**src/rtl/eee_pkg.sv**
```systemverilog
`default_nettype none

package eee_pkg;

   localparam logic [7:0] CH_BSLASH = 8'h5C;
   localparam logic [7:0] CH_X      = 8'h78;
   localparam logic [7:0] CH_ZERO   = 8'h30;
   localparam logic [7:0] CH_SEVEN  = 8'h37;
   localparam logic [7:0] CH_NINE   = 8'h39;
   localparam logic [7:0] CH_LC_A   = 8'h61;
   localparam logic [7:0] CH_LC_B   = 8'h62;
   localparam logic [7:0] CH_LC_E   = 8'h65;
   localparam logic [7:0] CH_LC_F   = 8'h66;
   localparam logic [7:0] CH_LC_N   = 8'h6E;
   localparam logic [7:0] CH_LC_R   = 8'h72;
   localparam logic [7:0] CH_LC_T   = 8'h74;
   localparam logic [7:0] CH_LC_V   = 8'h76;
   localparam logic [7:0] CH_UC_A   = 8'h41;
   localparam logic [7:0] CH_UC_F   = 8'h46;

   localparam logic [7:0] CC_ESC = 8'h1B;
   localparam logic [7:0] CC_LF  = 8'h0A;
   localparam logic [7:0] CC_TAB = 8'h09;
   localparam logic [7:0] CC_CR  = 8'h0D;
   localparam logic [7:0] CC_BEL = 8'h07;
   localparam logic [7:0] CC_BS  = 8'h08;
   localparam logic [7:0] CC_FF  = 8'h0C;
   localparam logic [7:0] CC_VT  = 8'h0B;
   localparam logic [7:0] CC_NUL = 8'h00;

   localparam logic [1:0] HEX_DIGITS = 2'd2;
   localparam logic [1:0] OCT_DIGITS = 2'd3;

   localparam int unsigned FIFO_DEPTH = 4;
   localparam int unsigned FIFO_AW    = $clog2(FIFO_DEPTH);

   typedef enum logic [3:0] {
      MODE_PLAIN = 4'b0001,
      MODE_ESC   = 4'b0010,
      MODE_HEX   = 4'b0100,
      MODE_OCT   = 4'b1000
   } mode_type;

   typedef struct packed {
      logic [7:0] out_byte;
      logic       run_last;
      logic       string_end;
   } result_type;

   typedef struct packed {
      logic [1:0] count;
      result_type r0;
      result_type r1;
   } push_type;

   // {valid, value}
   function automatic logic [4:0] hex_value(input logic [7:0] b);
      logic [4:0] v;
      v = 5'd0;
      if (b >= CH_ZERO && b <= CH_NINE) begin
         v = {1'b1, b[3:0]};
      end else if ((b >= CH_LC_A && b <= CH_LC_F) || (b >= CH_UC_A && b <= CH_UC_F)) begin
         v = {1'b1, b[3:0] + 4'd9};
      end
      return v;
   endfunction

endpackage

`default_nettype wire

```
**src/rtl/eee_stream_if.sv**
```systemverilog
`default_nettype none

interface eee_req_if;
   logic       valid;
   logic       ready;
   logic [7:0] in_byte;
   logic       in_last;

   modport source (output valid, output in_byte, output in_last, input ready);
   modport sink (input valid, input in_byte, input in_last, output ready);
endinterface

interface eee_rsp_if;
   logic       valid;
   logic       ready;
   logic [7:0] out_byte;
   logic       run_last;
   logic       string_end;

   modport source (output valid, output out_byte, output run_last, output string_end,
                   input ready);
   modport sink (input valid, input out_byte, input run_last, input string_end,
                 output ready);
endinterface

`default_nettype wire

```
**src/rtl/eee_decode.sv**
```systemverilog
`default_nettype none

module eee_decode
   import eee_pkg::*;
(
   input  wire logic  clock,
   input  wire logic  reset,
   eee_req_if.sink    req,
   input  wire logic  space,
   output push_type   push
);

   logic       in_vld_ff, in_vld_in;
   logic [7:0] in_byte_ff;
   logic       in_last_ff;
   mode_type   mode_ff, mode_in;
   logic [7:0] val_ff, val_in;
   logic [1:0] cnt_ff, cnt_in;

   logic       advance;
   logic       take;
   logic       vld0, vld1;
   logic [7:0] byte0, byte1;
   logic       p_vld, p_esc;
   logic [4:0] hexd;
   logic       octv;
   logic [7:0] acc;
   logic [1:0] cnt_nx;

   assign advance   = in_vld_ff && space;
   assign req.ready = !in_vld_ff || space;
   assign take      = req.valid && req.ready;
   assign in_vld_in = take || (in_vld_ff && !advance);

   always_ff @(posedge clock) begin
      if (reset) begin
         in_vld_ff <= 1'b0;
         mode_ff   <= MODE_PLAIN;
         val_ff    <= 8'd0;
         cnt_ff    <= 2'd0;
      end else begin
         in_vld_ff <= in_vld_in;
         if (advance) begin
            mode_ff <= mode_in;
            val_ff  <= val_in;
            cnt_ff  <= cnt_in;
         end
      end
   end

   always_ff @(posedge clock) begin
      if (take) begin
         in_byte_ff <= req.in_byte;
         in_last_ff <= req.in_last;
      end
   end

   always_comb begin
      p_vld  = (in_byte_ff != CH_BSLASH) || in_last_ff;
      p_esc  = (in_byte_ff == CH_BSLASH) && !in_last_ff;
      hexd   = hex_value(in_byte_ff);
      octv   = (in_byte_ff >= CH_ZERO) && (in_byte_ff <= CH_SEVEN);
      acc    = 8'd0;
      cnt_nx = cnt_ff + 2'd1;
      vld0    = 1'b0;
      vld1    = 1'b0;
      byte0   = in_byte_ff;
      byte1   = in_byte_ff;
      mode_in = mode_ff;
      val_in  = val_ff;
      cnt_in  = cnt_ff;
      case (mode_ff)
         MODE_PLAIN: begin
            vld0 = p_vld;
            if (p_esc) begin
               mode_in = MODE_ESC;
            end
         end
         MODE_ESC: begin
            mode_in = MODE_PLAIN;
            val_in  = 8'd0;
            cnt_in  = 2'd0;
            vld0    = 1'b1;
            case (in_byte_ff)
               CH_LC_E: byte0 = CC_ESC;
               CH_LC_N: byte0 = CC_LF;
               CH_LC_T: byte0 = CC_TAB;
               CH_LC_R: byte0 = CC_CR;
               CH_LC_A: byte0 = CC_BEL;
               CH_LC_B: byte0 = CC_BS;
               CH_LC_F: byte0 = CC_FF;
               CH_LC_V: byte0 = CC_VT;
               CH_X: begin
                  byte0 = CH_X;
                  if (!in_last_ff) begin
                     vld0    = 1'b0;
                     mode_in = MODE_HEX;
                  end
               end
               CH_ZERO: begin
                  byte0 = CC_NUL;
                  if (!in_last_ff) begin
                     vld0    = 1'b0;
                     mode_in = MODE_OCT;
                  end
               end
               default: byte0 = in_byte_ff;
            endcase
         end
         MODE_HEX: begin
            if (hexd[4]) begin
               acc = {val_ff[3:0], hexd[3:0]};
               if (cnt_nx == HEX_DIGITS || in_last_ff) begin
                  vld0    = 1'b1;
                  byte0   = acc;
                  mode_in = MODE_PLAIN;
                  val_in  = 8'd0;
                  cnt_in  = 2'd0;
               end else begin
                  val_in = acc;
                  cnt_in = cnt_nx;
               end
            end else begin
               vld0    = 1'b1;
               byte0   = (cnt_ff != 2'd0) ? val_ff : CH_X;
               vld1    = p_vld;
               mode_in = p_esc ? MODE_ESC : MODE_PLAIN;
               val_in  = 8'd0;
               cnt_in  = 2'd0;
            end
         end
         MODE_OCT: begin
            if (octv) begin
               acc = {val_ff[4:0], in_byte_ff[2:0]};
               if (cnt_nx == OCT_DIGITS || in_last_ff) begin
                  vld0    = 1'b1;
                  byte0   = acc;
                  mode_in = MODE_PLAIN;
                  val_in  = 8'd0;
                  cnt_in  = 2'd0;
               end else begin
                  val_in = acc;
                  cnt_in = cnt_nx;
               end
            end else begin
               vld0    = 1'b1;
               byte0   = val_ff;
               vld1    = p_vld;
               mode_in = p_esc ? MODE_ESC : MODE_PLAIN;
               val_in  = 8'd0;
               cnt_in  = 2'd0;
            end
         end
         default: begin
            mode_in = MODE_PLAIN;
            val_in  = 8'd0;
            cnt_in  = 2'd0;
         end
      endcase
      if (in_last_ff) begin
         mode_in = MODE_PLAIN;
         val_in  = 8'd0;
         cnt_in  = 2'd0;
      end
   end

   always_comb begin
      push.r0.out_byte   = byte0;
      push.r1.out_byte   = byte1;
      push.r1.run_last   = 1'b1;
      push.r1.string_end = in_last_ff;
      push.r0.run_last   = !vld1;
      push.r0.string_end = !vld1 && in_last_ff;
      if (!advance || !vld0) begin
         push.count = 2'd0;
      end else if (vld1) begin
         push.count = 2'd2;
      end else begin
         push.count = 2'd1;
      end
   end

endmodule

`default_nettype wire

```
**src/rtl/eee_rsp_fifo.sv**
```systemverilog
`default_nettype none

module eee_rsp_fifo
   import eee_pkg::*;
(
   input  wire logic  clock,
   input  wire logic  reset,
   input  push_type   push,
   output logic       space,
   eee_rsp_if.source  rsp
);

   result_type             mem_ff [FIFO_DEPTH];
   logic [FIFO_AW-1:0]     head_ff, head_in;
   logic [FIFO_AW-1:0]     tail_ff, tail_in;
   logic [FIFO_AW:0]       count_ff, count_in;
   logic                   pop;
   logic [FIFO_AW-1:0]     tail_nx;

   // room for two results, not counting this cycle's pop
   assign space   = count_ff <= (FIFO_AW+1)'(FIFO_DEPTH - 2);
   assign pop     = rsp.valid && rsp.ready;
   assign tail_nx = tail_ff + FIFO_AW'(1);

   assign rsp.valid      = count_ff != '0;
   assign rsp.out_byte   = mem_ff[head_ff].out_byte;
   assign rsp.run_last   = mem_ff[head_ff].run_last;
   assign rsp.string_end = mem_ff[head_ff].string_end;

   always_comb begin
      head_in  = pop ? head_ff + FIFO_AW'(1) : head_ff;
      tail_in  = tail_ff + FIFO_AW'(push.count);
      count_in = count_ff + (FIFO_AW+1)'(push.count) - (FIFO_AW+1)'(pop);
   end

   always_ff @(posedge clock) begin
      if (reset) begin
         head_ff  <= '0;
         tail_ff  <= '0;
         count_ff <= '0;
      end else begin
         head_ff  <= head_in;
         tail_ff  <= tail_in;
         count_ff <= count_in;
      end
   end

   always_ff @(posedge clock) begin
      if (push.count != 2'd0) begin
         mem_ff[tail_ff] <= push.r0;
      end
      if (push.count == 2'd2) begin
         mem_ff[tail_nx] <= push.r1;
      end
   end

endmodule

`default_nettype wire

```
**src/rtl/echo_escape_expander.sv**
```systemverilog
// channel   dir   payload                          transfer
// req       in    in_byte[7:0], in_last            valid && ready
// rsp       out   out_byte[7:0], run_last, string_end   valid && ready
//
// A byte enters an input register, is decoded and its zero, one or two
// results land in a 4-entry result queue; one byte per cycle sustained while
// the queue has room; the queue absorbs a second result's extra transfer.
// req.ready drops while the input register holds a byte and the queue has
// fewer than two free entries. Synchronous reset returns to plain-text mode.
`default_nettype none

module echo_escape_expander
   import eee_pkg::*;
(
   input  wire logic  clock,
   input  wire logic  reset,
   eee_req_if.sink    req,
   eee_rsp_if.source  rsp
);

   push_type push;
   logic     space;

   eee_decode u_decode (
      .clock (clock),
      .reset (reset),
      .req   (req),
      .space (space),
      .push  (push)
   );

   eee_rsp_fifo u_rsp_fifo (
      .clock (clock),
      .reset (reset),
      .push  (push),
      .space (space),
      .rsp   (rsp)
   );

endmodule

`default_nettype wire

```
**src/flat_wrapper.sv**
```systemverilog
// flat-port wrapper written by rule: the top's interface ports become plain ports
module echo_escape_expander_flat import eee_pkg::*;
  (clock, reset, req_valid, req_in_byte, req_in_last, req_ready, rsp_valid, rsp_out_byte, rsp_run_last, rsp_string_end, rsp_ready);
  eee_req_if req_i ();
  eee_rsp_if rsp_i ();
  input  wire logic clock;
  input  wire logic reset;
  input wire logic [$bits(req_i.valid)-1:0] req_valid;
  input wire logic [$bits(req_i.in_byte)-1:0] req_in_byte;
  input wire logic [$bits(req_i.in_last)-1:0] req_in_last;
  output wire logic [$bits(req_i.ready)-1:0] req_ready;
  output wire logic [$bits(rsp_i.valid)-1:0] rsp_valid;
  output wire logic [$bits(rsp_i.out_byte)-1:0] rsp_out_byte;
  output wire logic [$bits(rsp_i.run_last)-1:0] rsp_run_last;
  output wire logic [$bits(rsp_i.string_end)-1:0] rsp_string_end;
  input wire logic [$bits(rsp_i.ready)-1:0] rsp_ready;
  assign req_i.valid = req_valid;
  assign req_i.in_byte = req_in_byte;
  assign req_i.in_last = req_in_last;
  assign req_ready = req_i.ready;
  assign rsp_valid = rsp_i.valid;
  assign rsp_out_byte = rsp_i.out_byte;
  assign rsp_run_last = rsp_i.run_last;
  assign rsp_string_end = rsp_i.string_end;
  assign rsp_i.ready = rsp_ready;
  echo_escape_expander u_core (.clock(clock), .reset(reset), .req(req_i), .rsp(rsp_i));
endmodule
```
**config.mk**
```make
export PLATFORM = sky130hd
export DESIGN_NAME = echo_escape_expander_flat
export DESIGN_NICKNAME = d
export VERILOG_FILES = /design/src/rtl/eee_pkg.sv /design/src/rtl/eee_stream_if.sv /design/src/rtl/eee_decode.sv /design/src/rtl/eee_rsp_fifo.sv /design/src/rtl/echo_escape_expander.sv /design/src/flat_wrapper.sv
export SDC_FILE = /design/constraint.sdc
export NUM_CORES = 1
export LEC_CHECK = 0
export ABC_AREA = 0
export BUFFER_PORTS_ARGS = -buffer_cell sky130_fd_sc_hd__buf_4
export CAP_MARGIN = 5
export CORE_MARGIN = 5
export CORE_UTILIZATION = 30
export DETAILED_ROUTE_END_ITERATION = 7
export MAX_ROUTING_LAYER = met4
export SYNTH_ARGS = -nofsm -noshare
export SYNTH_HDL_FRONTEND = slang
export SYNTH_SLANG_ARGS = --single-unit
```
**constraint.sdc**
```tcl
create_clock -name clock -period 6.8 [get_ports clock]
set_clock_uncertainty 0.1 [all_clocks]
set_input_delay 1.02 -clock clock [delete_from_list [all_inputs] [get_ports clock]]
set_output_delay 1.02 -clock clock [all_outputs]
set_load 0.005 [all_outputs]
```
Word-level counts from Yosys, hierarchy flattened
Memories as Yosys holds them, arrays and structs flattened. A register that Yosys moved wholly into a read port is not among the register bits. Cells that the tools add are included. W data, S select, Z words.

Flip-flop bits (word level): 31. Bits in writable memories: 40. Word-level logic and storage cells: 124. Memories: 1.

$add $sub $neg: 7. Order comparisons: 8. Equal/unequal tests: 23. Mux-type cells: 48. Reduce and logical (&&, ||, !) cells: 28.

Memories: u_core.u_rsp_fifo.mem_ff (depth 4, width 10, rd ports 1, clocked after memory_dff 1, wr ports 2, line eee_rsp_fifo.sv:13) `result_type mem_ff [FIFO_DEPTH];`.

Operators by type and width (count): $eq A8 B7 Y1 const B (10); $mux W8 (10); $pmux W8 S10 (1); $pmux W8 S3 (2); $mux W4 (6); $mux W2 (10); $ge A8 B7 Y1 const B (2); $le A8 B6 Y1 const B (2); $le A8 B7 Y1 const B (2); $pmux W4 S4 (1); $mux W1 (12); $logic_and A1 B1 Y1 (10); $mux W5 (2); $eq A8 B6 Y1 const B (1); $ge A8 B6 Y1 const B (1); $ne A4 B4 Y1 const B (2); $ne A8 B7 Y1 const B (1); $pmux W4 S2 (1); $logic_or A1 B1 Y1 (7); $add A2 B1 Y2 const B (3); $eq A2 B2 Y1 const B (3); $pmux W2 S3 (1); $logic_not A1 Y1 (5); $add A4 B4 Y4 const B (1); 17 further kinds (18).

Longest topological paths before layout
Gate-level depths: netlist of the first run.

Depth after elaboration: 13. Gate-level depth with buffers: 20. Depth with buffers taken out: 16.

Modules after synthesis
A second synthesis of the first run with hierarchy kept.

Cell total of the unflattened synthesis: 468. Area, all modules: 4963.5 um^2.

By module, submodules not included: eee_rsp_fifo (times used 1, cells each 147, area an instance 2593.7 um^2); eee_decode (times used 1, cells each 321, area an instance 2369.8 um^2).

Worst setup path before layout of the first run
Ideal clock, no wire load.

Path type: flip-flop to flip-flop. Start point: register u_core.u_decode.in_byte_ff[0], in the netlist u_core.u_decode.byte1[0]. End point: register u_core.u_rsp_fifo.count_ff[2]. Data arrival time: 3740 ps. Required time: 6572 ps. Setup slack: 2832 ps. Cell stages (with the launch flop): 18. Buffers on the path: 2. Period minus slack after synthesis: 3968 ps. Cells stage by stage: edfxtp_1 clkbuf_1 inv_1 ha_1 or3b_1 o221a_1 buf_2 nor4_4 o21a_1 and2_1 inv_1 ha_1 inv_1 ha_1 fa_1 xor2_1 xnor2_1 nor2_1.

Word-level cells in the longest chain between the ends: 12.

RTL lines: start: declaration (line eee_decode.sv:14) `logic [7:0] in_byte_ff;`; start signal: assignment (line eee_decode.sv:53) `in_byte_ff <= req.in_byte;`; $ge A8 B7 Y1 / $le A8 B7 Y1 (equally long branches) (line eee_pkg.sv:62) `end else if ((b >= CH_LC_A && b <= CH_LC_F) || (b >= CH_UC_A && b <= CH_UC_F)) begin`; $logic_and A1 B1 Y1 (line eee_pkg.sv:62); $logic_or A1 B1 Y1 (line eee_pkg.sv:62); $mux W5 (line eee_pkg.sv:62); $mux W5 (line eee_pkg.sv:60) `if (b >= CH_ZERO && b <= CH_NINE) begin`; $mux W1 (line eee_decode.sv:111) `if (hexd[4]) begin`; $pmux W1 S4 (line eee_decode.sv:72) `case (mode_ff)`; $logic_not A1 Y1 (line eee_decode.sv:174) `if (!advance || !vld0) begin`; $logic_or A1 B1 Y1 (line eee_decode.sv:174); $mux W2 * (line eee_decode.sv:174); $add A3 B2 Y3 * (line eee_rsp_fifo.sv:33) `count_in = count_ff + (FIFO_AW+1)'(push.count) - (FIFO_AW+1)'(pop);`; $sub A3 B1 Y3 * (line eee_rsp_fifo.sv:33); end signal: assignment (line eee_rsp_fifo.sv:44) `count_ff <= count_in;`; end: declaration (line eee_rsp_fifo.sv:16) `logic [FIFO_AW:0] count_ff, count_in;`.

Mark *: on every way between the ends. The rest lies on a longest branch, timed or not. A chain may end at the register's enable or synchronous reset.

Worst setup path in the final report of the first run
Same ends and word-level chain as after synthesis.

==> summary.md, run 1 <==
| Metric | Value |
|---|---|
| Cells along the critical path | inv_1, ha_1, nand2_1, nor2_1, o221a_1, nor4_4, o22ai_1, and2_1, inv_1, ha_1, inv_1, ha_1, fa_1, xor2_1, xnor2_1, nor2_1 |
| WL final | 12870 um |
| Worst Path Arrival | 4.85 ns |
| Synthesized area | 4553 sq um |
| VDD IR max | 0.09907 mV |
| Yosys reg bits | 73 |
| # DRC | 0 |
| WL/cell | 19.50 um |
| Max Fclk | 212.2 MHz |
| N_diodes | 0 |
| Power Total | 1.322 mW |
| Maxcap violations | 0 |
| Largest family of logic cells by synthesized area | compound AO/OA/AOI/OAI gates |
| Final net count | 493 |
| Pleak | 1.827 nW |
| Vias/cell | 5.789 |
| XOR/XNOR Fraction of Synth Area | 1.347% |
| Setup Crit Path Kind | flop to flop |
| Clk sinks | 73 |
| Final hold viol count | 0 |
| Critical Path Start | u_core.u_decode.byte1[0] |
| Vias after detailed routing | 3821 |
| Critical Path Slowest Stage Cell | o22ai_1 |
| Chip width | 133.2 um |
| Postcts setup bufs | 0 |
| Area of placed instances | 4901 sq um |
| Setup Total Neg Slack | 0 ns |
| WHS Path Cells | 1 |
| GRT Residual Overflow | 0 |
| Most common cell in the netlist | edfxtp_1 |
| Top-area cell type share of the netlist area | 29.68% |
| Worst Path Required | 6.94 ns |
| Die Ht | 133.2 um |
| Max-Slew Margin vs Limit | 24.13% |
| Number of global-route vias before repair | 3726 |
| Top post-synthesis cells by count | edfxtp_1 (45), nand2_1 (34), o21ai_0 (32) |
| GP Congestion | 0.9440 |
| Status | finished, final reports clean |
| Post-synth ARST share | 0% |
| # hold bufs at CTS | 0 |
| I/O pin count | 25 |
| Share of cells above drive strength 1 | 15.25% |
| RSZ-0062 raised after global routing | false |
| Clk root buf | clkbuf_16 |
| Crit end category | flop |
| Final worst-path cycle share | 69.30% |
| Multiplexer share of the synthesized area | 8.299% |
| Total die area | 17740 sq um |
| CTS clk-pin slew, worst paths | 0.06 ns |
| Critical Path Fanout Max | 11 |
| Final instance area | 5186 sq um |
| Final worst setup slack | 2.088 ns |
| Number of cell rows | 45 |
| First-pass GRT wire length | 20860 um |
| Initial Util | 30.29% |
| H-tree depth | 3 |
| CTS tree | built |
| Slew Limit Fails | 0 |
| Largest net degree at the start of global routing | 27 |
| Post-route minimum period | 4.712 ns |
| R2R depth | 16 |
| Worst Setup Start Kind | flop |
| PostCTS Resize Cnt | 0 |
| Min-delay src | u_core.u_rsp_fifo.mem_ff[0][1] |
| CP max stage delay | 0.88 ns |
| Area growth from synthesis to layout | 13.90% |
| Syn avg cell area | 9.963 sq um |
| Clock tree buffer depth | 2 |
| # setup viols final | 0 |
| Final ANT Viol Nets | 0 |
| Post-Synth Adder-Cell Area | 3.462% |
| Worst-margin pin slew | 1.137 ns |
| Count of flip-flops with a built-in enable after synthesis | 45 |
| Syn Inst Count | 457 |
| Setup slack at placement | 2.215 ns |
| Simple-Gate Fraction of Synth Area | 17.45% |
| PD cells | 254.9 nW/um^2 |
| Worst r2r src | u_core.u_decode.byte1[0] |
| Seq/Total Area, Yosys | 41.99% |
| Clk Latency, worst-skew pair | 0.35 ns |
| Hpwl dp | 9463 um |
| Ys flop type | edfxtp_1 |
| Core area | 15030 sq um |
| Yosys warnings | 0 |
| Synth Area in Compound Gates | 22.81% |
| IO buf count | 24 |
| Post-synthesis cell type count | 71 |
| GRT Resource Usage Total | 15.37% |
| Inserted Clock Buffers | 9 |
| Leading area contributor after synthesis | edfxtp_1 |
| Antenna violations before repair | 0 |
| HP Class | flop to flop |
| Mapped Nets | 482 |
| TritonRoute pass-1 iters | 7 |
| DRT iter0 DRCs | 363 |
| Synth area leaders | edfxtp_1 (30%), dfxtp_1 (12%), mux4_2 (4.9%) |
## placed cells by master (no fill, tap or decap), types with 7 or more instances in the layout
| cell type | n |
|---|---|
| a22oi_1 | 9 |
| edfxtp_1 | 45 |
| and3_1 | 7 |
| buf_4 | 35 |
| and2_1 | 8 |
| ha_1 | 11 |
| nor2_1 | 27 |
| mux4_2 | 10 |
| clkbuf_16 | 9 |
| o21ai_0 | 32 |
| o2bb2ai_1 | 24 |
| nand2b_1 | 7 |
| a22o_1 | 8 |
| dfxtp_1 | 28 |
| mux2i_1 | 13 |
| nor3_1 | 11 |
| inv_1 | 16 |
| nand2_1 | 34 |
| a21oi_1 | 18 |
| nand3_1 | 11 |
## critical path: cells and delay by family, from the launching register on
| kind | cells | cell delay, ns |
|---|---|---|
| xor+xnor | 2 | 0.34 |
| flops | 1 | 0.57 |
| fa+ha+maj | 4 | 1.14 |
| buf+inv | 3 | 0.33 |
| simple gates | 5 | 0.70 |
| compound gates | 2 | 1.40 |
## final cells by class
type	count	area, sq um
repair buffers	35	262.8
clock inverters	6	60.06
well taps	188	235.2
flip-flops and latches	73	1912
multi-input cells	333	2431
fillers	1485	9847
clock buffers	9	225.2
inverters	16	60.06
## logic make-up (layout without fill, tap and decap cells)
| kind of cell | count (synthesis) | in the layout |
|---|---|---|
| adders and majority gates | 12 | 12 |
| buffers and inverters | 51 | 66 |
| and+or+nand+nor | 145 | 145 |
| AOI/OAI and AO/OA | 144 | 144 |
| muxes | 25 | 25 |
| DFF | 73 | 73 |
| xor gates and xnor gates | 7 | 7 |
## through the flow
stage | util [%] | cells | hold WS, ns
global route | 34.50 | 660 | 0.3913
floorplan | - | 457 | 0.3209
finish | 34.50 | 660 | 0.3481
global placement | 32.60 | 645 | 0.3398
CTS | 34.50 | 660 | 0.3561
detailed placement | 32.60 | 645 | 0.3402
## state kept, by name, summed over array words and instances, names as in the netlist, named ones only
| register | flops |
|---|---|
| u_core.u_decode.val_ff | 8 |
| u_core.u_decode.in_last_ff | 1 |
| u_core.u_rsp_fifo.mem_ff | 40 |
| u_core.u_rsp_fifo.count_ff | 3 |
| u_core.u_rsp_fifo.head_ff | 2 |
| u_core.u_rsp_fifo.tail_ff | 2 |
| u_core.u_decode.in_vld_ff | 1 |
| u_core.u_decode.mode_ff | 4 |
| u_core.u_decode.byte1 | 8 |
| u_core.u_decode.cnt_ff | 2 |
## worst paths after layout
kind,end,slack (ns)
max,u_core.u_rsp_fifo.count_ff[2],2.09
min,u_core.u_rsp_fifo.mem_ff[0][1],0.35
max reg2reg,u_core.u_rsp_fifo.count_ff[2],2.09
min reg2reg,u_core.u_rsp_fifo.mem_ff[0][1],0.35
## report_power, final
| group | internal [mW] | total (mW) | switching (mW) |
|---|---|---|---|
| Sequential | 0.515 | 0.574 | 0.0594 |
| Combinational | 0.153 | 0.283 | 0.130 |
| Clock | 0.279 | 0.465 | 0.186 |
| Total | 0.947 | 1.32 | 0.375 |
## per-layer routing
metal | wire, um | share of wire [%] | track usage, % | vias to the layer above
met5 | 0 | 0 | - | -
met4 | 467 | 3.6 | 6.514 | 0
met3 | 826 | 6.4 | 3.701 | 42
met2 | 6057 | 47 | 23.84 | 166
met1 | 5519 | 43 | 19.24 | 1835
li1 | - | - | - | 1778
Note: power is estimated with default switching activity, not from simulation.
==> inputs of run 2 (changes only) <==
==> constraint.sdc (replaced) <==
create_clock -name clock -period 4.2 [get_ports clock]
set_clock_uncertainty 0.1 [all_clocks]
set_input_delay 0.63 -clock clock [delete_from_list [all_inputs] [get_ports clock]]
set_output_delay 0.63 -clock clock [all_outputs]
set_load 0.005 [all_outputs]
==> run 2 against run 1 <==
Global-route usage decreased by 0.28 points; flip-flop and latch count unchanged; via count increased by 1.0%; cell area increased by 4.0%; core utilization increased by 1.4 points; maximum frequency increased by 20%; critical path type unchanged; critical path depth decreased by 2; first-iteration DRC count increased by 6.1%; combinational power increased by 72%.
==> summary.md, run 2 (synthesized netlist as in run 1, its figures left out) <==
| Metric | Value |
|---|---|
| Most frequent cells in the layout | buf_4 (53), edfxtp_1 (45), nand2_1 (34) |
| Pleak | 1.951 nW (+6.8%) |
| N_diodes | 0 (unchanged) |
| Vias after detailed routing | 3860 (+1.0%) |
| Maxcap violations | 0 (unchanged) |
| Flip-flop count of the largest register after layout | 40 (unchanged) |
| Clk Latency, worst-skew pair | 0.34 ns (about the same) |
| Crit end category | flop |
| WHS | 0.3589 ns (+0.01086 ns) |
| Critical path endpoint | u_core.u_rsp_fifo.count_ff[2] |
| First-pass GRT wire length | 20690 um (-0.79%) |
| Commonest non-fill, non-tap cell in the layout | buf_4 |
| Worst Path Arrival | 4.06 ns (-0.79 ns) |
| Largest net degree at the start of global routing | 18 (-33%) |
| # DRC | 0 (unchanged) |
| Worst Setup Start Kind | flop |
| Max-Slew Margin vs Limit | 18.76% (-5.4 points) |
| Max Fclk | 254.6 MHz (+20%) |
| R2R Setup Slk | 0.27 ns (-1.82 ns) |
| Critical Path Fanout Max | 8 (-3) |
| Area of placed instances | 5035 sq um (+2.7%) |
| Setup Crit Path Kind | flop to flop |
| # hold bufs at CTS | 0 (unchanged) |
| Area growth from synthesis to layout | 18.44% |
| Inserted Clock Buffers | 9 (unchanged) |
| Vias/cell | 5.693 (-1.7%) |
| PostCTS Resize Cnt | 0 (unchanged) |
| Final worst-path cycle share | 93.51% (+24 points) |
| GRT Residual Overflow | 0 (unchanged) |
| Top reg by flops | u_core.u_rsp_fifo.mem_ff |
| Clk root buf | clkbuf_16 |
| Antenna violations before repair | 0 (unchanged) |
| # setup viols final | 0 (unchanged) |
| Initial Util | 30.29% (unchanged) |
| Number of cell rows | 45 (unchanged) |
| Final instance area | 5393 sq um (+4.0%) |
| GRT Resource Usage Total | 15.09% (-0.28 points) |
| Worst-margin pin slew | 1.202 ns (+0.06480 ns) |
| Worst Path Required | 4.33 ns (-2.61 ns) |
| Status | finished, final reports clean |
| WL/cell | 18.57 um (-4.8%) |
| Core area | 15030 sq um (unchanged) |
| Total die area | 17740 sq um (unchanged) |
| Final net count | 511 (+3.7%) |
| GP Congestion | 0.9997 (+5.9%) |
| Setup Total Neg Slack | 0 ns (unchanged) |
| HP Class | primary input to flop |
| Critical Path Start | u_core.u_decode.byte1[0] |
| Clock tree buffer depth | 2 (unchanged) |
| WL final | 12590 um (-2.2%) |
| Worst r2r src | u_core.u_decode.byte1[0] |
| Final hold viol count | 0 (unchanged) |
| H-tree depth | 3 (unchanged) |
| Postcts setup bufs | 0 (unchanged) |
| Clk sinks | 73 (unchanged) |
| DRT iter0 DRCs | 385 (+6.1%) |
| Die Ht | 133.2 um (unchanged) |
| Final ANT Viol Nets | 0 (unchanged) |
| R2R depth | 14 (-2) |
| IO buf count | 24 (unchanged) |
| Chip width | 133.2 um (unchanged) |
| Hpwl dp | 9452 um (-0.12%) |
| TritonRoute pass-1 iters | 5 (-2) |
| RR Endpoint | u_core.u_rsp_fifo.count_ff[2] |
| Share of cells above drive strength 1 | 18.37% (+3.1 points) |
| Number of global-route vias before repair | 3802 (+2.0%) |
| VDD IR max | 0.1819 mV (+84%) |
| CTS tree | built |
| Post-route minimum period | 3.928 ns (-0.7844 ns) |
| Slew Limit Fails | 0 (unchanged) |
| CTS clk-pin slew, worst paths | 0.05 ns (about the same) |
| RSZ-0062 raised after global routing | false |
| PD cells | 431.7 nW/um^2 (+69%) |
| I/O pin count | 25 (unchanged) |
==> run 2: cell count changes in the layout (fill, tap and decap cells not counted) <==
| cell | change |
|---|---|
| clkinv_1 | -1 |
| clkinvlp_4 | -1 |
| bufinv_16 | +3 |
| buf_4 | +18 |
| clkinv_2 | -2 |
| clkbuf_1 | +1 |
| a2111oi_1 | -1 |
| a2111oi_0 | +1 |
==> run 2: where the power goes <==
| group | leakage, nW | switching, mW | total, mW | internal (mW) |
|---|---|---|---|---|
| sequential | 0.703 | 0.0841 | 0.917 | 0.833 |
| clock | 0.173 | 0.288 | 0.926 | 0.637 |
| combinational | 1.08 | 0.224 | 0.486 | 0.261 |
==> run 2: how the worst min path moves through the flow <==
stage                                               from                             end  slack, ns  cells past startpoint
after floorplan           u_core.u_rsp_fifo.mem_ff[2][1]  u_core.u_rsp_fifo.mem_ff[2][1]       0.32                      1
after global placement    u_core.u_rsp_fifo.mem_ff[3][1]  u_core.u_rsp_fifo.mem_ff[3][1]       0.34                      1
after detailed placement  u_core.u_rsp_fifo.mem_ff[3][1]  u_core.u_rsp_fifo.mem_ff[3][1]       0.34                      1
after CTS                                    req_in_last      u_core.u_decode.in_last_ff       0.35                      1
after global routing                      req_in_byte[5]        u_core.u_decode.byte1[5]       0.35                      1
final                                        req_in_last      u_core.u_decode.in_last_ff       0.36                      1
==> run 2: routing by layer <==
layer | GRT usage [%] | vias to the layer above | part of all wire (%)
met4 | 8.343 | 0 | 3.8
met5 | - | - | 0
met2 | 23.19 | 125 | 47
met1 | 18.66 | 1888 | 43
met3 | 2.983 | 31 | 5.7
li1 | - | 1816 | -
==> run 2: layout make-up <==
| cell class | count | area, sq um |
|---|---|---|
| Clock buffer | 10 | 229.0 |
| Fill cell | 1473 | 9641 |
| Timing Repair Buffer | 53 | 397.9 |
| Sequential cell | 73 | 1912 |
| Clock inverter | 5 | 128.9 |
| Tap cell | 188 | 235.2 |
| Inverter | 16 | 60.06 |
| Multi-Input combinational cell | 333 | 2430 |
==> run 2: critical path, stage by stage, from the launching register on <==
cell	delay, ns
edfxtp_1	0.43
buf_4	0.20
ha_1	0.29
or3b_1	0.40
o221a_1	0.29
nor4_4	0.37
buf_4	0.20
o22a_1	0.28
nand2_1	0.08
ha_1	0.28
inv_1	0.05
fa_1	0.43
xor2_1	0.21
xnor2_1	0.15
nor2_1	0.06
==> run 2: per-stage QoR <==
step,std cells,setup WS (ns),util (%),power (mW)
after global placement,663,0.3946,33.49,1.413
final,678,0.2724,35.87,2.328
after CTS,678,0.2205,35.87,2.357
after floorplan,457,0.2321,-,1.229
after detailed placement,663,0.2392,33.49,1.424
after global routing,678,0.01019,35.87,2.439
==> inputs of run 3 (changes only) <==
--- a/config.mk
+++ b/config.mk
@@ -12,6 +12,7 @@
 export CORE_UTILIZATION = 30
 export DETAILED_ROUTE_END_ITERATION = 7
 export MAX_ROUTING_LAYER = met4
+export PLACE_DENSITY = 0.58
 export SYNTH_ARGS = -nofsm -noshare
 export SYNTH_HDL_FRONTEND = slang
 export SYNTH_SLANG_ARGS = --single-unit
==> run 3 against run 2 <==
Flip-flop and latch count is the same; combinational power up 0.8%; first-iteration DRC count is 9.9% lower; clock power shrank 19%; routed wire length is 0.68% higher; maximum frequency up 0.75%; via count fell by 1.7%; final cell count is 0.44% higher; global-route usage shrank 0.11 points; cell area down 0.97%.
==> summary.md, run 3 (synthesized netlist as in run 1, its figures left out) <==
| Metric | Value |
|---|---|
| VDD IR max | 0.1561 mV (-14%) |
| WHS | 0.3523 ns (-0.006611 ns) |
| N_diodes | 0 (unchanged) |
| Setup Crit Path Kind | flop to flop |
| Clk Latency, worst-skew pair | 0.34 ns (about the same) |
| Vias after detailed routing | 3796 (-1.7%) |
| CTS clk-pin slew, worst paths | 0.06 ns (about the same) |
| GP Congestion | 0.9864 (-1.3%) |
| H-tree depth | 3 (unchanged) |
| Final net count | 513 (+0.39%) |
| Status | finished, final reports clean |
| Maxcap violations | 0 (unchanged) |
| Crit end category | flop |
| Worst Path Required | 4.33 ns (about the same) |
| HP Class | flop to flop |
| DRT iter0 DRCs | 347 (-9.9%) |
| Pleak | 1.924 nW (-1.4%) |
| Inserted Clock Buffers | 9 (unchanged) |
| Min-delay src | u_core.u_rsp_fifo.mem_ff[0][1] |
| I/O pin count | 25 (unchanged) |
| Final ANT Viol Nets | 0 (unchanged) |
| Final hold viol count | 0 (unchanged) |
| R2R depth | 15 (+1) |
| Share of cells above drive strength 1 | 18.86% (+0.50 points) |
| Final worst-path cycle share | 92.82% (-0.69 points) |
| Flip-flop count of the largest register after layout | 40 (unchanged) |
| Layout Cells excl Fill | 681 (+0.44%) |
| Commonest non-fill, non-tap cell in the layout | buf_4 |
| GRT Residual Overflow | 0 (unchanged) |
| TritonRoute pass-1 iters | 6 (+1) |
| Clk root buf | clkbuf_16 |
| Critical Path Fanout Max | 7 (-1) |
| Worst hold endpoint | u_core.u_rsp_fifo.mem_ff[0][1] |
| Number of global-route vias before repair | 3757 (-1.2%) |
| Most frequent cells in the layout | buf_4 (55), edfxtp_1 (45), nand2_1 (34) |
| R2R Setup Slk | 0.30 ns (+0.03 ns) |
| Clk sinks | 73 (unchanged) |
| Max Fclk | 256.5 MHz (+0.75%) |
| # DRC | 0 (unchanged) |
| Hpwl dp | 9688 um (+2.5%) |
| # hold bufs at CTS | 0 (unchanged) |
| Area growth from synthesis to layout | 17.28% |
| CTS tree | built |
| RSZ-0062 raised after global routing | false |
| Vias/cell | 5.574 (-2.1%) |
| Chip width | 133.2 um (unchanged) |
| WHS Path Cells | 1 (unchanged) |
| Slew Limit Fails | 0 (unchanged) |
| IO buf count | 24 (unchanged) |
| Top reg by flops | u_core.u_rsp_fifo.mem_ff |
| Antenna violations before repair | 0 (unchanged) |
| Initial Util | 30.29% (unchanged) |
| Inst Count DP | 665 (+0.30%) |
| Worst Setup Start Kind | flop |
| Setup Total Neg Slack | 0 ns (unchanged) |
| Max-Slew Margin vs Limit | 51.82% (+33 points) |
| Postcts setup bufs | 0 (unchanged) |
| WL final | 12680 um (+0.68%) |
| Worst-margin pin slew | 0.7211 ns (-0.4805 ns) |
| Number of cell rows | 45 (unchanged) |
| GRT Resource Usage Total | 14.98% (-0.11 points) |
| Clock tree buffer depth | 2 (unchanged) |
| PD cells | 403.1 nW/um^2 (-6.6%) |
| Worst Path Arrival | 4.03 ns (-0.03 ns) |
| Die Ht | 133.2 um (unchanged) |
| # setup viols final | 0 (unchanged) |
| Core area | 15030 sq um (unchanged) |
| First-pass GRT wire length | 20420 um (-1.3%) |
| Total die area | 17740 sq um (unchanged) |
| Worst r2r src | u_core.u_decode.byte1[0] |
| WL/cell | 18.62 um (+0.24%) |
| Post-route minimum period | 3.898 ns (-0.02919 ns) |
| RR Endpoint | u_core.u_rsp_fifo.count_ff[2] |
| Largest net degree at the start of global routing | 18 (unchanged) |
## run 3: cell types whose count changed in the layout (fill, tap and decap cells not counted)
cell,previous run,this run
inv_2,0,1
clkinvlp_4,0,1
a2111oi_1,0,1
inv_1,16,15
clkbuf_1,1,2
buf_4,53,55
bufinv_16,4,1
a2111oi_0,2,1
clkinv_2,0,2
## run 3: worst max-delay path, cell delays in order, from the launching register on
cell and delay (ns):
edfxtp_1 0.49, buf_4 0.21, ha_1 0.27, or3b_1 0.39, o21ai_0 0.12, nor2_1 0.13, nor4_4 0.37, buf_4 0.20
o22a_1 0.28, nand2_1 0.09, ha_1 0.27, inv_1 0.05, fa_1 0.43, xor2_1 0.20, xnor2_1 0.14, nor2_1 0.05
## run 3: worst max-delay path by stage
stage | cells past startpoint | startpoint | end | slack [ns]
after detailed placement | 14 | u_core.u_decode.byte1[0] | u_core.u_rsp_fifo.count_ff[2] | 0.29
after global routing | 15 | u_core.u_decode.byte1[0] | u_core.u_rsp_fifo.count_ff[2] | 0.02
after CTS | 14 | u_core.u_decode.byte1[0] | u_core.u_rsp_fifo.count_ff[2] | 0.25
after global placement | 14 | u_core.u_decode.byte1[0] | u_core.u_rsp_fifo.count_ff[2] | 0.36
after floorplan | 17 | u_core.u_decode.byte1[0] | u_core.u_rsp_fifo.count_ff[2] | 0.23
final | 15 | u_core.u_decode.byte1[0] | u_core.u_rsp_fifo.count_ff[2] | 0.30
## run 3: cell type report
class / count / area (sq um)
clock buffer: 11 / 232.7
clock inverter: 5 / 56.30
fill: 1493 / 9693
inverter: 16 / 60.06
multi-input combinational: 333 / 2431
sequential: 73 / 1912
tap: 188 / 235.2
timing repair buffer: 55 / 412.9
## run 3: where the power goes
part           internal [mW]  total [mW]  switching [mW]
Combinational          0.264       0.490           0.226
Sequential             0.833       0.915          0.0819
Clock                  0.458       0.748           0.289
## run 3: through the flow
| step | power, mW | worst slack (ns) | utilization [%] | instance area [sq um] |
|---|---|---|---|---|
| floorplan | 1.229 | 0.2321 | - | 4553 |
| global placement | 1.419 | 0.3644 | 33.60 | 5051 |
| detailed placement | 1.424 | 0.2918 | 33.60 | 5051 |
| CTS | 2.184 | 0.2498 | 35.52 | 5340 |
| global route | 2.286 | 0.02175 | 35.52 | 5340 |
| finish | 2.153 | 0.3016 | 35.52 | 5340 |
## run 3: layer usage
metal  global-route usage (%)  wire [um]
met3                    3.739        705
met4                    6.286        410
met2                    22.94       5810
met1                    18.91       5750
met5                        -          0
## run 3: timing repair
action                     CTS  global route
resized for setup            0             1
setup endpoints to repair    0             1
hold endpoints to repair     0             0
